### src/rtl/rgb_to_hsv_8bit_core_macros.svh
// Assertion macros used by the RGB to HSV converter core.
`ifndef RGB_TO_HSV_8BIT_CORE_MACROS_SVH
`define RGB_TO_HSV_8BIT_CORE_MACROS_SVH
`ifndef SYNTH
// Same-cycle implication, disabled while reset is high.
`define RTHSV_ASSERT_IMPLIES(label, clk, rst, ante, cons) \
   label: assert property (@(posedge clk) disable iff (rst) (ante) |-> (cons)) \
      else $error("rthsv implication check failed");
// Next-cycle implication, disabled while reset is high.
`define RTHSV_ASSERT_NEXT(label, clk, rst, ante, cons) \
   label: assert property (@(posedge clk) disable iff (rst) (ante) |=> (cons)) \
      else $error("rthsv next-cycle check failed");
`else
`define RTHSV_ASSERT_IMPLIES(label, clk, rst, ante, cons)
`define RTHSV_ASSERT_NEXT(label, clk, rst, ante, cons)
`endif
`endif

### src/rtl/rthsv_pkg.sv
// Types, constants and helper functions of the RGB to HSV converter.
package rthsv_pkg;

   typedef struct packed {
      logic [7:0] red;
      logic [7:0] green;
      logic [7:0] blue;
   } rgb_pixel_type;

   typedef struct packed {
      logic [7:0] hue;
      logic [7:0] saturation;
      logic [7:0] brightness;
   } hsv_pixel_type;

   typedef enum logic [1:0] {
      SECTOR_RED,
      SECTOR_GREEN,
      SECTOR_BLUE
   } sector_type;

   // Per-pixel information that bypasses the dividers.
   typedef struct packed {
      logic       zero_range;
      logic       negative;
      sector_type sector;
      logic [7:0] brightness;
   } side_type;

   localparam logic [7:0] SAT_SCALE      = 8'd255;
   localparam logic [7:0] HUE_SCALE      = 8'd43;
   localparam logic [7:0] HUE_BASE_RED   = 8'd0;
   localparam logic [7:0] HUE_BASE_GREEN = 8'd85;
   localparam logic [7:0] HUE_BASE_BLUE  = 8'd171;

   localparam int DIV_STAGES         = 4;
   localparam int DIV_BITS_PER_STAGE = 2;
   localparam int PREP_STAGES        = 2;
   localparam int PIPE_LATENCY       = PREP_STAGES + DIV_STAGES + 1;

   // One divider stage: partial remainder, unconsumed numerator bits,
   // quotient so far and divisor.
   typedef struct packed {
      logic [7:0] rem;
      logic [7:0] low;
      logic [7:0] quo;
      logic [7:0] den;
   } div_stage_type;

   // Retire quotient bits of one stage by restoring division.
   function automatic div_stage_type div_advance(input div_stage_type cur);
      div_stage_type nxt;
      logic [8:0]    trial;
      nxt = cur;
      for (int i = 0; i < DIV_BITS_PER_STAGE; i++) begin
         trial   = {nxt.rem, nxt.low[7]};
         nxt.low = {nxt.low[6:0], 1'b0};
         if (trial >= {1'b0, nxt.den}) begin
            trial   = trial - {1'b0, nxt.den};
            nxt.quo = {nxt.quo[6:0], 1'b1};
         end else begin
            nxt.quo = {nxt.quo[6:0], 1'b0};
         end
         nxt.rem = trial[7:0];
      end
      return nxt;
   endfunction

   function automatic logic [7:0] hue_base(input sector_type sector);
      logic [7:0] base;
      unique case (sector)
         SECTOR_RED:   base = HUE_BASE_RED;
         SECTOR_GREEN: base = HUE_BASE_GREEN;
         SECTOR_BLUE:  base = HUE_BASE_BLUE;
         default:      base = HUE_BASE_RED;
      endcase
      return base;
   endfunction

endpackage

### src/rtl/rgb_to_hsv_8bit_core.sv
// Converts a stream of 8-bit RGB pixels to 8-bit HSV, one pixel per clock, through
// seven register stages, with rsp_valid carried alongside the data through every one.
// Two front stages find max, min, sector and the divider operands, two four-stage
// restoring dividers (two quotient bits per stage) form saturation and the hue
// offset side by side, and one stage adds the sector base and registers the result.
// busy is always low, so a transaction can be started on every clock. Each result
// is shown for exactly one cycle with rsp_valid high; the receiver must take it then.
`include "rgb_to_hsv_8bit_core_macros.svh"
module rgb_to_hsv_8bit_core (
   input  logic                     clock,
   input  logic                     reset,
   input  logic                     start,
   output logic                     busy,
   input  rthsv_pkg::rgb_pixel_type req_pixel,
   output logic                     rsp_valid,
   output rthsv_pkg::hsv_pixel_type rsp_pixel
);

   logic                accept;
   logic                prep_valid;
   logic [15:0]         sat_num;
   logic [7:0]          sat_den;
   logic [15:0]         hue_num;
   logic [7:0]          hue_den;
   rthsv_pkg::side_type prep_side;
   logic [7:0]          sat_quo;
   logic [7:0]          hue_quo;

   logic                side_valid_ff [rthsv_pkg::DIV_STAGES];
   rthsv_pkg::side_type side_ff       [rthsv_pkg::DIV_STAGES];

   assign busy   = 1'b0;
   assign accept = start && !busy;

   rthsv_prep u_prep (
      .clock     (clock),
      .reset     (reset),
      .in_valid  (accept),
      .in_pixel  (req_pixel),
      .out_valid (prep_valid),
      .sat_num   (sat_num),
      .sat_den   (sat_den),
      .hue_num   (hue_num),
      .hue_den   (hue_den),
      .out_side  (prep_side)
   );

   rthsv_div u_sat_div (
      .clock (clock),
      .num   (sat_num),
      .den   (sat_den),
      .quo   (sat_quo)
   );

   rthsv_div u_hue_div (
      .clock (clock),
      .num   (hue_num),
      .den   (hue_den),
      .quo   (hue_quo)
   );

   // Carry valid and sideband alongside the divider stages.
   always_ff @(posedge clock) begin
      if (reset) begin
         for (int s = 0; s < rthsv_pkg::DIV_STAGES; s++) begin
            side_valid_ff[s] <= 1'b0;
         end
      end else begin
         side_valid_ff[0] <= prep_valid;
         for (int s = 1; s < rthsv_pkg::DIV_STAGES; s++) begin
            side_valid_ff[s] <= side_valid_ff[s-1];
         end
      end
      side_ff[0] <= prep_side;
      for (int s = 1; s < rthsv_pkg::DIV_STAGES; s++) begin
         side_ff[s] <= side_ff[s-1];
      end
   end

   rthsv_post u_post (
      .clock     (clock),
      .reset     (reset),
      .in_valid  (side_valid_ff[rthsv_pkg::DIV_STAGES-1]),
      .in_side   (side_ff[rthsv_pkg::DIV_STAGES-1]),
      .sat_quo   (sat_quo),
      .hue_quo   (hue_quo),
      .out_valid (rsp_valid),
      .out_pixel (rsp_pixel)
   );

   `RTHSV_ASSERT_IMPLIES(a_rsp_from_accept, clock, reset, rsp_valid,
      $past(accept, rthsv_pkg::PIPE_LATENCY))
   `RTHSV_ASSERT_IMPLIES(a_gray_hue_zero, clock, reset,
      rsp_valid && (rsp_pixel.saturation == 8'h00), rsp_pixel.hue == 8'h00)
   `RTHSV_ASSERT_IMPLIES(a_black_sat_zero, clock, reset,
      rsp_valid && (rsp_pixel.brightness == 8'h00), rsp_pixel.saturation == 8'h00)
   `RTHSV_ASSERT_NEXT(a_side_valid_track, clock, reset, prep_valid, side_valid_ff[0])

endmodule

### src/rtl/rthsv_prep.sv
// Front stages: channel max/min, sector choice and divider operands.
module rthsv_prep (
   input  logic                     clock,
   input  logic                     reset,
   input  logic                     in_valid,
   input  rthsv_pkg::rgb_pixel_type in_pixel,
   output logic                     out_valid,
   output logic [15:0]              sat_num,
   output logic [7:0]               sat_den,
   output logic [15:0]              hue_num,
   output logic [7:0]               hue_den,
   output rthsv_pkg::side_type      out_side
);

   logic                  max_valid_ff;
   logic [7:0]            max_value_ff, max_value_in;
   logic [7:0]            range_ff, range_in;
   logic [7:0]            abs_diff_ff, abs_diff_in;
   logic                  negative_ff, negative_in;
   rthsv_pkg::sector_type sector_ff, sector_in;

   logic                  num_valid_ff;
   logic [15:0]           sat_num_ff, sat_num_in;
   logic [15:0]           hue_num_ff, hue_num_in;
   logic [7:0]            range_b_ff;
   rthsv_pkg::side_type   side_ff, side_in;

   logic [7:0]            min_value;
   logic [7:0]            diff_a;
   logic [7:0]            diff_b;

   always_comb begin
      // Ties: red first, then green.
      if (in_pixel.red >= in_pixel.green && in_pixel.red >= in_pixel.blue) begin
         sector_in    = rthsv_pkg::SECTOR_RED;
         max_value_in = in_pixel.red;
         diff_a       = in_pixel.green;
         diff_b       = in_pixel.blue;
      end else if (in_pixel.green >= in_pixel.blue) begin
         sector_in    = rthsv_pkg::SECTOR_GREEN;
         max_value_in = in_pixel.green;
         diff_a       = in_pixel.blue;
         diff_b       = in_pixel.red;
      end else begin
         sector_in    = rthsv_pkg::SECTOR_BLUE;
         max_value_in = in_pixel.blue;
         diff_a       = in_pixel.red;
         diff_b       = in_pixel.green;
      end
      min_value = (in_pixel.red < in_pixel.green) ? in_pixel.red : in_pixel.green;
      if (in_pixel.blue < min_value) begin
         min_value = in_pixel.blue;
      end
      range_in    = max_value_in - min_value;
      negative_in = (diff_a < diff_b);
      abs_diff_in = negative_in ? (diff_b - diff_a) : (diff_a - diff_b);
   end

   always_comb begin
      sat_num_in         = {8'h00, range_ff} * {8'h00, rthsv_pkg::SAT_SCALE};
      hue_num_in         = {8'h00, abs_diff_ff} * {8'h00, rthsv_pkg::HUE_SCALE};
      side_in.zero_range = (range_ff == 8'h00);
      side_in.negative   = negative_ff;
      side_in.sector     = sector_ff;
      side_in.brightness = max_value_ff;
   end

   always_ff @(posedge clock) begin
      if (reset) begin
         max_valid_ff <= 1'b0;
         num_valid_ff <= 1'b0;
      end else begin
         max_valid_ff <= in_valid;
         num_valid_ff <= max_valid_ff;
      end
      max_value_ff <= max_value_in;
      range_ff     <= range_in;
      abs_diff_ff  <= abs_diff_in;
      negative_ff  <= negative_in;
      sector_ff    <= sector_in;
      sat_num_ff   <= sat_num_in;
      hue_num_ff   <= hue_num_in;
      range_b_ff   <= range_ff;
      side_ff      <= side_in;
   end

   assign out_valid = num_valid_ff;
   assign sat_num   = sat_num_ff;
   assign sat_den   = side_ff.brightness;
   assign hue_num   = hue_num_ff;
   assign hue_den   = range_b_ff;
   assign out_side  = side_ff;

endmodule

### src/rtl/rthsv_div.sv
// Pipelined restoring divider for quotients known to fit in eight bits.
module rthsv_div (
   input  logic        clock,
   input  logic [15:0] num,
   input  logic [7:0]  den,
   output logic [7:0]  quo
);

   rthsv_pkg::div_stage_type stage_src [rthsv_pkg::DIV_STAGES];
   rthsv_pkg::div_stage_type stage_in  [rthsv_pkg::DIV_STAGES];
   rthsv_pkg::div_stage_type stage_ff  [rthsv_pkg::DIV_STAGES];

   always_comb begin
      // Upper numerator byte is below the divisor, so it seeds the remainder.
      stage_src[0].rem = num[15:8];
      stage_src[0].low = num[7:0];
      stage_src[0].quo = 8'h00;
      stage_src[0].den = den;
      for (int s = 1; s < rthsv_pkg::DIV_STAGES; s++) begin
         stage_src[s] = stage_ff[s-1];
      end
      for (int s = 0; s < rthsv_pkg::DIV_STAGES; s++) begin
         stage_in[s] = rthsv_pkg::div_advance(stage_src[s]);
      end
   end

   always_ff @(posedge clock) begin
      for (int s = 0; s < rthsv_pkg::DIV_STAGES; s++) begin
         stage_ff[s] <= stage_in[s];
      end
   end

   assign quo = stage_ff[rthsv_pkg::DIV_STAGES-1].quo;

endmodule

### src/rtl/rthsv_post.sv
// Output stage: sector base plus signed hue offset, special cases, result register.
module rthsv_post (
   input  logic                     clock,
   input  logic                     reset,
   input  logic                     in_valid,
   input  rthsv_pkg::side_type      in_side,
   input  logic [7:0]               sat_quo,
   input  logic [7:0]               hue_quo,
   output logic                     out_valid,
   output rthsv_pkg::hsv_pixel_type out_pixel
);

   logic                     valid_ff;
   rthsv_pkg::hsv_pixel_type pixel_ff, pixel_in;
   logic [7:0]               hue_offset;

   always_comb begin
      hue_offset = in_side.negative ? (8'h00 - hue_quo) : hue_quo;
      pixel_in.brightness = in_side.brightness;
      // Gray and black pixels: drop both divider results.
      if (in_side.zero_range) begin
         pixel_in.hue        = 8'h00;
         pixel_in.saturation = 8'h00;
      end else begin
         pixel_in.hue        = rthsv_pkg::hue_base(in_side.sector) + hue_offset;
         pixel_in.saturation = sat_quo;
      end
   end

   always_ff @(posedge clock) begin
      if (reset) begin
         valid_ff <= 1'b0;
      end else begin
         valid_ff <= in_valid;
      end
      pixel_ff <= pixel_in;
   end

   assign out_valid = valid_ff;
   assign out_pixel = pixel_ff;

endmodule
### config.mk
export PLATFORM = sky130hd
export DESIGN_NAME = rgb_to_hsv_8bit_core
export DESIGN_NICKNAME = d
export VERILOG_FILES = /design/src/rtl/rthsv_pkg.sv /design/src/rtl/rgb_to_hsv_8bit_core.sv /design/src/rtl/rthsv_prep.sv /design/src/rtl/rthsv_div.sv /design/src/rtl/rthsv_post.sv
export VERILOG_INCLUDE_DIRS = /design/src /design/src/rtl
export SDC_FILE = /design/constraint.sdc
export NUM_CORES = 1
export LEC_CHECK = 0
export ABC_AREA = 1
export BUFFER_PORTS_ARGS = -buffer_cell sky130_fd_sc_hd__buf_2
export CAP_MARGIN = 20
export CORE_MARGIN = 2
export CORE_UTILIZATION = 50
export CTS_BUF_LIST = sky130_fd_sc_hd__clkbuf_8
export DETAILED_ROUTE_END_ITERATION = 10
export PLACE_DENSITY = 0.66
export SLEW_MARGIN = 10
export SYNTH_ARGS = -nofsm -noshare
export SYNTH_HDL_FRONTEND = slang
export SYNTH_SLANG_ARGS = --single-unit
### constraint.sdc
create_clock -name clock -period 8.7 [get_ports clock]
set_clock_uncertainty 0.1 [all_clocks]
set_input_delay 1.305 -clock clock [delete_from_list [all_inputs] [get_ports clock]]
set_output_delay 1.305 -clock clock [all_outputs]
set_load 0.02 [all_outputs]
==> results of run 1 <==
==> routing by layer <==
| layer | vias up | GRT usage, % |
|---|---|---|
| li1 | 6793 | - |
| met4 | 0 | 6.80 |
| met2 | 185 | 36.5 |
| met3 | 75 | 2.84 |
| met1 | 5791 | 23.1 |
| met5 | - | 0 |
==> cells by family after synthesis <==
group           count (synthesis)  share of synthesized area [%]
compound gates                332                           11.4
simple gates                  598                           14.6
mux                             6                          0.376
other cells                     1                         0.0217
fa+ha+maj                     322                           25.8
xor+xnor                      115                           5.82
buf+inv                       388                           8.73
flops                         288                           33.3
==> worst reg2reg max path, stage by stage, from the launching register on <==
cell and delay [ps]:
dfxtp_1 620, fa_1 570, fa_1 530, fa_1 510, inv_1 50, fa_1 520
inv_1 40, ha_1 350, a21oi_1 170, o21ai_0 100, a21oi_1 210, o21ai_0 150
nand2_1 80, inv_1 40, o21ai_0 140, nand2_1 90, xor2_1 230
==> stage by stage <==
step	hold WS (ps)	setup slack, ps	area (um2)	std cells	utilization [%]
after CTS	213	3570	18900	2614	55.1
after floorplan	210	3710	17300	2050	-
after global placement	210	3140	18000	2534	52.5
after global routing	222	2950	18900	2614	55.1
final	214	3520	18900	2614	55.1
after detailed placement	212	2960	18000	2534	52.5
==> worst min path at each step <==
stage	to	start	slack, ps	cells after the start
floorplan	side_ff[0][10]$_DFF_P_	u_prep.out_side[10]$_DFF_P_	210	0
CTS	u_prep.sat_den[7]$_DFF_P_	u_prep.max_value_ff[7]$_DFF_P_	210	0
detailed placement	side_ff[0][10]$_DFF_P_	u_prep.out_side[10]$_DFF_P_	210	0
finish	u_prep.sat_den[7]$_DFF_P_	u_prep.max_value_ff[7]$_DFF_P_	210	0
global placement	u_prep.sat_den[7]$_DFF_P_	u_prep.max_value_ff[7]$_DFF_P_	210	0
global route	u_prep.sat_den[7]$_DFF_P_	u_prep.max_value_ff[7]$_DFF_P_	220	0
==> cell usage in the layout, fill, tap and decap left out, types with 3 or more instances in the layout <==
cell type  Yosys  final
a211oi_1       6      6
a21o_1         9      9
a21oi_1      149    149
a21oi_2        9      9
a221oi_1       4      4
a31oi_1        8      8
buf_2          7     51
clkbuf_8       0     55
clkinv_2       0      5
dfxtp_1      288    288
fa_1          57     57
ha_1         265    265
inv_1        356    371
inv_2          9      9
mux2_2         4      4
nand2_1      349    349
nand2_2       10     10
nand3_1       42     42
nand3b_1       3      3
nand4_1       19     19
nor2_1       119    119
nor2_2         4      4
nor3_1        25     25
nor3b_1        3      3
nor4_1         3      3
o21ai_0       68     68
o21ai_1       20     20
o21ai_2        3      3
o21bai_1       7      7
o221ai_1      20     20
o22ai_1        7      7
o31ai_1        8      8
or2_1          4      4
or2_2         11     11
xnor2_1       41     41
xor2_1        74     74
==> state kept, by name, summed over array words and instances (netlist names) <==
signal and cells:
u_prep.sat_den 8, u_sat_div.stage_ff 54, u_prep.range_ff 8, u_prep.hue_den 7, u_prep.out_valid 1, u_post.out_valid 1, side_ff 48, u_prep.sector_ff 2
u_post.out_pixel 24, u_prep.abs_diff_ff 8, u_prep.max_valid_ff 1, u_prep.sat_num 16, side_valid_ff 4, u_prep.max_value_ff 8, u_prep.hue_num 14, u_prep.out_side 4
u_hue_div.stage_ff 79, u_prep.negative_ff 1
==> final cells by class <==
class | instances | area (um2) | share of cell area, %
Sequential cell | 288 | 5770 | 30.5
Multi-Input combinational cell | 1374 | 10000 | 53.1
Inverter | 365 | 1370 | 7.25
Timing Repair Buffer | 52 | 263 | 1.39
Clock buffer | 55 | 757 | 4.01
Clock inverter | 25 | 144 | 0.761
Tap cell | 455 | 569 | 3.01
==> flow_metrics.env, run 1 <==
export IMPL_status="finished, final reports clean"
export IMPL_tns_ps=0
export IMPL_grt_pass1_wl_mm=59.2
export IMPL_cap_violations=0
export IMPL_synth_cells=2050
export IMPL_dr_wl_met3_mm=1.11
export IMPL_cts_tree="done"
export IMPL_cts_buffers=46
export IMPL_clkTransAtPathRegs_ps=60
export IMPL_max_freq_mhz=193
export IMPL_num_vias=12800
export IMPL_maxSlewViolCount=0
export IMPL_ys_seq_area_share_pct=33.3
export IMPL_coreArea_um2=34300
export IMPL_fin_crit_ps=5180
export IMPL_rr_startpoint="u_prep.range_ff[7]$_DFF_P_"
export IMPL_crit_path_frequent_cell="nand2_1"
export IMPL_synth_edf_count=0
export IMPL_setup_viol=0
export IMPL_fillers=3111
export IMPL_netlist_area_um2=17300
export IMPL_synth_common_cells="356 x inv_1, 349 x nand2_1, 288 x dfxtp_1, 265 x ha_1, 149 x a21oi_1"
export IMPL_dieArea_um2=36100
export IMPL_start_util_pct=50.5
export IMPL_nets=2476
export IMPL_r2r_end="u_prep.sat_num[14]$_DFF_P_"
export IMPL_cp_slowest_cell="fa_1"
export IMPL_gr_total_overflow=0
export IMPL_crit_cells=25
export IMPL_path_delay_family="compound AO/OA/AOI/OAI gates"
export IMPL_die_h_um=190
export IMPL_first_iter_violations=426
export IMPL_cp_buffers_inverters=7
export IMPL_syn_to_final_growth_pct=9.20
export IMPL_worstPathArrival_ps=5530
export IMPL_r2r_cells=16
export IMPL_antenna_cells=0
export IMPL_crit_fanout=25
export IMPL_path_class="in2reg"
export IMPL_topRoutingLayerUsed="met4"
export IMPL_finalCritPeriodShare_pct=59.5
export IMPL_yosysWarnings=0
export IMPL_synth_async_reset_ratio_pct=0
export IMPL_regToRegSetupSlack_ps=4080
export IMPL_wl_met1_mm=15.3
export IMPL_crit_end="u_prep.abs_diff_ff[7]$_DFF_P_"
export IMPL_tightest_slew_ps=544
export IMPL_clk_insertion_delay_late_ps=550
export IMPL_ios=53
export IMPL_drive_gt1_share_pct=8.24
export IMPL_drt_wl_total_mm=34.3
export IMPL_die_w_um=190
export IMPL_cts_root_buf="clkbuf_8"
export IMPL_cts_num_sinks=288
export IMPL_synth_top_area_share_pct=33.3
export IMPL_wire_per_inst_um=13.1
export IMPL_syn_num_nets=2399
export IMPL_ant_nets=0
export IMPL_syn_avg_cell_area_um2=8.44
export IMPL_vias_per_cell=4.91
export IMPL_yosys_top_cells_area="dfxtp_1 33%, ha_1 19%, inv_1 7.7%"
export IMPL_ctsResizeCount=0
export IMPL_grt_max_degree=26
export IMPL_ctsHoldBuffers=0
export IMPL_finalHoldViolCount=0
export IMPL_post_route_drc_count=0
export IMPL_cp_end_kind="flop"
export IMPL_required_ps=9050
export IMPL_synth_cell_type_count=55
export IMPL_clk_path_buf_depth=3
export IMPL_antenna_found_initial=0
export IMPL_start_kind="input pin"
export IMPL_gp_congestion=0.834
export IMPL_dpl_hpwl_mm=28.3
export IMPL_cts_setup_buffers=0
export IMPL_startpoint="req_pixel[3]"
export IMPL_portBuffers=51
export IMPL_wl_met2_mm=16.9
export IMPL_row_count=68
export IMPL_relSlewSlack_pct=63.3
export IMPL_htree_levels=2
export IMPL_slowest_delay_ps=460
export IMPL_grt_usage_pct=19.7
export IMPL_yosys_most_used_dff="dfxtp_1"
export IMPL_grt_pass1_vias=13100
export IMPL_grt_setup_unrepaired="false"
export IMPL_ys_ff_latch=288
export IMPL_post_synth_top_area_cell="dfxtp_1"
export IMPL_worstHoldPathType="reg2reg"
export IMPL_yosysMostFrequentCell="inv_1"
export IMPL_first_pass_iters=5
Power of run 1 is left out: the tool's default activity adds up to more than one toggle a clock period on the data nets, which glitch-free logic cannot reach.
==> run 2, diff against run 1 <==
--- a/config.mk
+++ b/config.mk
@@ -6,7 +6,7 @@
 export SDC_FILE = /design/constraint.sdc
 export NUM_CORES = 1
 export LEC_CHECK = 0
-export ABC_AREA = 1
+export ABC_AREA = 0
 export BUFFER_PORTS_ARGS = -buffer_cell sky130_fd_sc_hd__buf_2
 export CAP_MARGIN = 20
 export CORE_MARGIN = 2
==> constraint.sdc (replaced) <==
create_clock -name clock -period 4.9 [get_ports clock]
set_clock_uncertainty 0.1 [all_clocks]
set_input_delay 0.735 -clock clock [delete_from_list [all_inputs] [get_ports clock]]
set_output_delay 0.735 -clock clock [all_outputs]
set_load 0.02 [all_outputs]
==> run 2 against run 1 <==
  * Die area shrank 0.76%
  * Critical path depth is 2 lower
  * Utilization up 3.1 points
  * Setup slack got worse by 3200 ps
  * Final cell count down 7.5%
  * Critical path type unchanged
  * Via count decreased by 3.7%
  * Design area rose by 3.9%
  * Flip-flop and latch count stayed put
==> flow_metrics.env, run 2 <==
export IMPL_synth_common_cells="288 x dfxtp_1, 265 x ha_1, 233 x inv_1, 123 x a21oi_1, 108 x nor2_1"
export IMPL_wire_per_inst_um=14.0
export IMPL_placed_cells=2336
export IMPL_yosysWarnings=0
export IMPL_top_register="u_hue_div.stage_ff"
export IMPL_yosys_most_used_dff="dfxtp_1"
export IMPL_min_delay_start="u_hue_div.stage_ff[1][8]$_DFF_P_"
export IMPL_maxSlewViolCount=0
export IMPL_final_cell_mix="288 x dfxtp_1, 265 x ha_1, 241 x inv_1, 121 x a21oi_1, 108 x nor2_1"
export IMPL_slowest_delay_ps=400
export IMPL_grt_pass1_wl_mm=58.2
export IMPL_syn_num_nets=2123
export IMPL_row_count=67
export IMPL_rr_startpoint="u_prep.range_ff[3]$_DFF_P_"
export IMPL_drt_wl_total_mm=34.0
export IMPL_path_cells="buf_2 -> inv_1 -> ha_1 -> nand2b_1 -> a21oi_1 -> o21ai_0 -> a211o_1 -> o211ai_1 -> a211oi_4 -> buf_4 -> nor2_1 -> a21oi_1 -> ha_1 -> fa_1 -> and2b_1 -> o2111ai_1 -> a31oi_2 -> mux2_2 -> a311o_1 -> o21ai_1 -> nand2_1 -> a221oi_2 -> xnor2_1"
export IMPL_yosys_top_cells_area="dfxtp_1 34%, ha_1 19%, fa_1 6.6%"
export IMPL_portBuffers=51
export IMPL_path_class="in2reg"
export IMPL_fin_crit_ps=4610
export IMPL_dp_slack_ps=-263
export IMPL_num_vias=12400
export IMPL_clk_path_buf_depth=3
export IMPL_hold_path_end="u_hue_div.stage_ff[2][10]$_DFF_P_"
export IMPL_coreArea_um2=33700
export IMPL_cap_violations=0
export IMPL_cts_buffers=46
export IMPL_ant_nets=0
export IMPL_dpl_hpwl_mm=27.9
export IMPL_ctsHoldBuffers=0
export IMPL_drive_gt1_share_pct=15.2
export IMPL_reg_top3="u_hue_div.stage_ff x79, u_sat_div.stage_ff x54, side_ff x48"
export IMPL_ys_ff_latch=288
export IMPL_cts_tree="done"
export IMPL_first_iter_violations=557
export IMPL_cp_slowest_cell="fa_1"
export IMPL_first_pass_iters=7
export IMPL_relSlewSlack_pct=56.0
export IMPL_grt_max_degree=39
export IMPL_max_freq_mhz=217
export IMPL_start_kind="input pin"
export IMPL_post_route_drc_count=0
export IMPL_synth_async_reset_ratio_pct=0
export IMPL_setup_slack_ps=290
export IMPL_path_delay_family="compound AO/OA/AOI/OAI gates"
export IMPL_finalCritPeriodShare_pct=94.1
export IMPL_setup_viol=0
export IMPL_die_w_um=189
export IMPL_syn_to_final_growth_pct=14.3
export IMPL_crit_cells=23
export IMPL_worstPathArrival_ps=5010
export IMPL_die_h_um=189
export IMPL_yosysMostFrequentCell="dfxtp_1"
export IMPL_cts_num_sinks=288
export IMPL_layout_commonest_cell="dfxtp_1"
export IMPL_synth_top_area_share_pct=33.6
export IMPL_gr_total_overflow=0
export IMPL_synth_cell_type_count=62
export IMPL_post_synth_top_area_cell="dfxtp_1"
export IMPL_grt_usage_pct=19.5
export IMPL_clkTransAtPathRegs_ps=60
export IMPL_r2r_end="u_prep.sat_num[13]$_DFF_P_"
export IMPL_clk_insertion_delay_late_ps=570
export IMPL_cp_end_kind="flop"
export IMPL_start_util_pct=51.0
export IMPL_dieArea_um2=35800
export IMPL_r2r_cells=15
export IMPL_htree_levels=2
export IMPL_nets=2287
export IMPL_tightest_slew_ps=654
export IMPL_ys_seq_area_share_pct=33.6
export IMPL_cp_buffers_inverters=3
export IMPL_antenna_cells=0
export IMPL_cts_root_buf="clkbuf_8"
export IMPL_grt_pass1_vias=12700
export IMPL_worstHoldPathType="reg2reg"
export IMPL_required_ps=5300
export IMPL_crit_fanout=11
export IMPL_synth_edf_count=0
export IMPL_status="finished, final reports clean"
export IMPL_fin_cells=2419
export IMPL_syn_avg_cell_area_um2=9.68
export IMPL_netlist_area_um2=17200
export IMPL_hold_depth=0
export IMPL_largest_reg_flops=79
export IMPL_vias_per_cell=5.12
export IMPL_regToRegSetupSlack_ps=300
export IMPL_ios=53
export IMPL_antenna_found_initial=0
export IMPL_finalHoldViolCount=0
export IMPL_gp_congestion=0.930
export IMPL_synth_cells=1774
==> run 2: changes by cell type in the layout (fill, tap and decap cells not counted), moves of 28 or more <==
cell     previous run  this run
nand2_1           349        76
inv_1             371       241
buf_4               1        89
mux2_2              4        66
a21o_1              9        64
nor2b_1             0        41
xor2_1             74        34
mux2i_1             2        37
nand3_1            42         7
xnor2_1            41        72
a21oi_1           149       121
==> run 2: how the worst max path moves through the flow <==
stage,from,endpoint
floorplan,req_pixel[15],u_prep.range_ff[7]$_DFF_P_
global route,u_hue_div.stage_ff[0][1]$_DFF_P_,u_hue_div.stage_ff[1][28]$_DFF_P_
finish,req_pixel[16],u_prep.abs_diff_ff[7]$_DFF_P_
CTS,side_ff[1][1]$_DFF_P_,u_sat_div.stage_ff[2][29]$_DFF_P_
detailed placement,req_pixel[9],u_prep.abs_diff_ff[7]$_DFF_P_
global placement,req_pixel[0],u_prep.abs_diff_ff[7]$_DFF_P_
==> run 2: cell families (layout without fill, tap and decap cells) <==
group | Yosys count | in the layout | synth area share, %
muxes | 105 | 105 | 6.62
AOI/OAI and AO/OA | 378 | 378 | 13.9
adders and majority gates | 322 | 322 | 26.0
and+or+nand+nor | 316 | 316 | 8.78
buffers and inverters | 258 | 455 | 5.74
other | 1 | 1 | 0.0218
xor gates and xnor gates | 106 | 106 | 5.41
DFF | 288 | 288 | 33.6
==> run 2: per-stage QoR <==
stage / setup TNS [ps] / instance area (um2) / hold WS [ps] / utilization [%]
after floorplan: -10.5 / 17200 / 210 / -
after global placement: -479 / 18600 / 210 / 55.1
after detailed placement: -942 / 18600 / 212 / 55.1
after CTS: 0 / 19600 / 224 / 58.2
after global routing: -297 / 19600 / 221 / 58.2
final: 0 / 19600 / 222 / 58.2
==> run 2: final cells by class <==
class / count / area, um2
fill: 2989 / 14100
multi-input combinational: 1228 / 10500
sequential: 288 / 5770
timing repair buffer: 140 / 923
inverter: 234 / 878
clock buffer: 60 / 826
tap: 448 / 561
clock inverter: 21 / 218
==> run 2: metal layers <==
| layer | wire length [um] | vias up | global-route usage, % |
|---|---|---|---|
| li1 | - | 6389 | - |
| met1 | 15000 | 5695 | 23.3 |
| met2 | 16700 | 216 | 35.2 |
| met3 | 1310 | 75 | 3.28 |
| met4 | 960 | 0 | 6.80 |
| met5 | 0 | - | 0 |
==> run 2: timing repair <==
item,4_1_cts,5_1_grt
resized for setup,0,7
setup buffers,0,2
endpoints found under the setup margin,0,23
Power of run 2 is left out for the same reason.
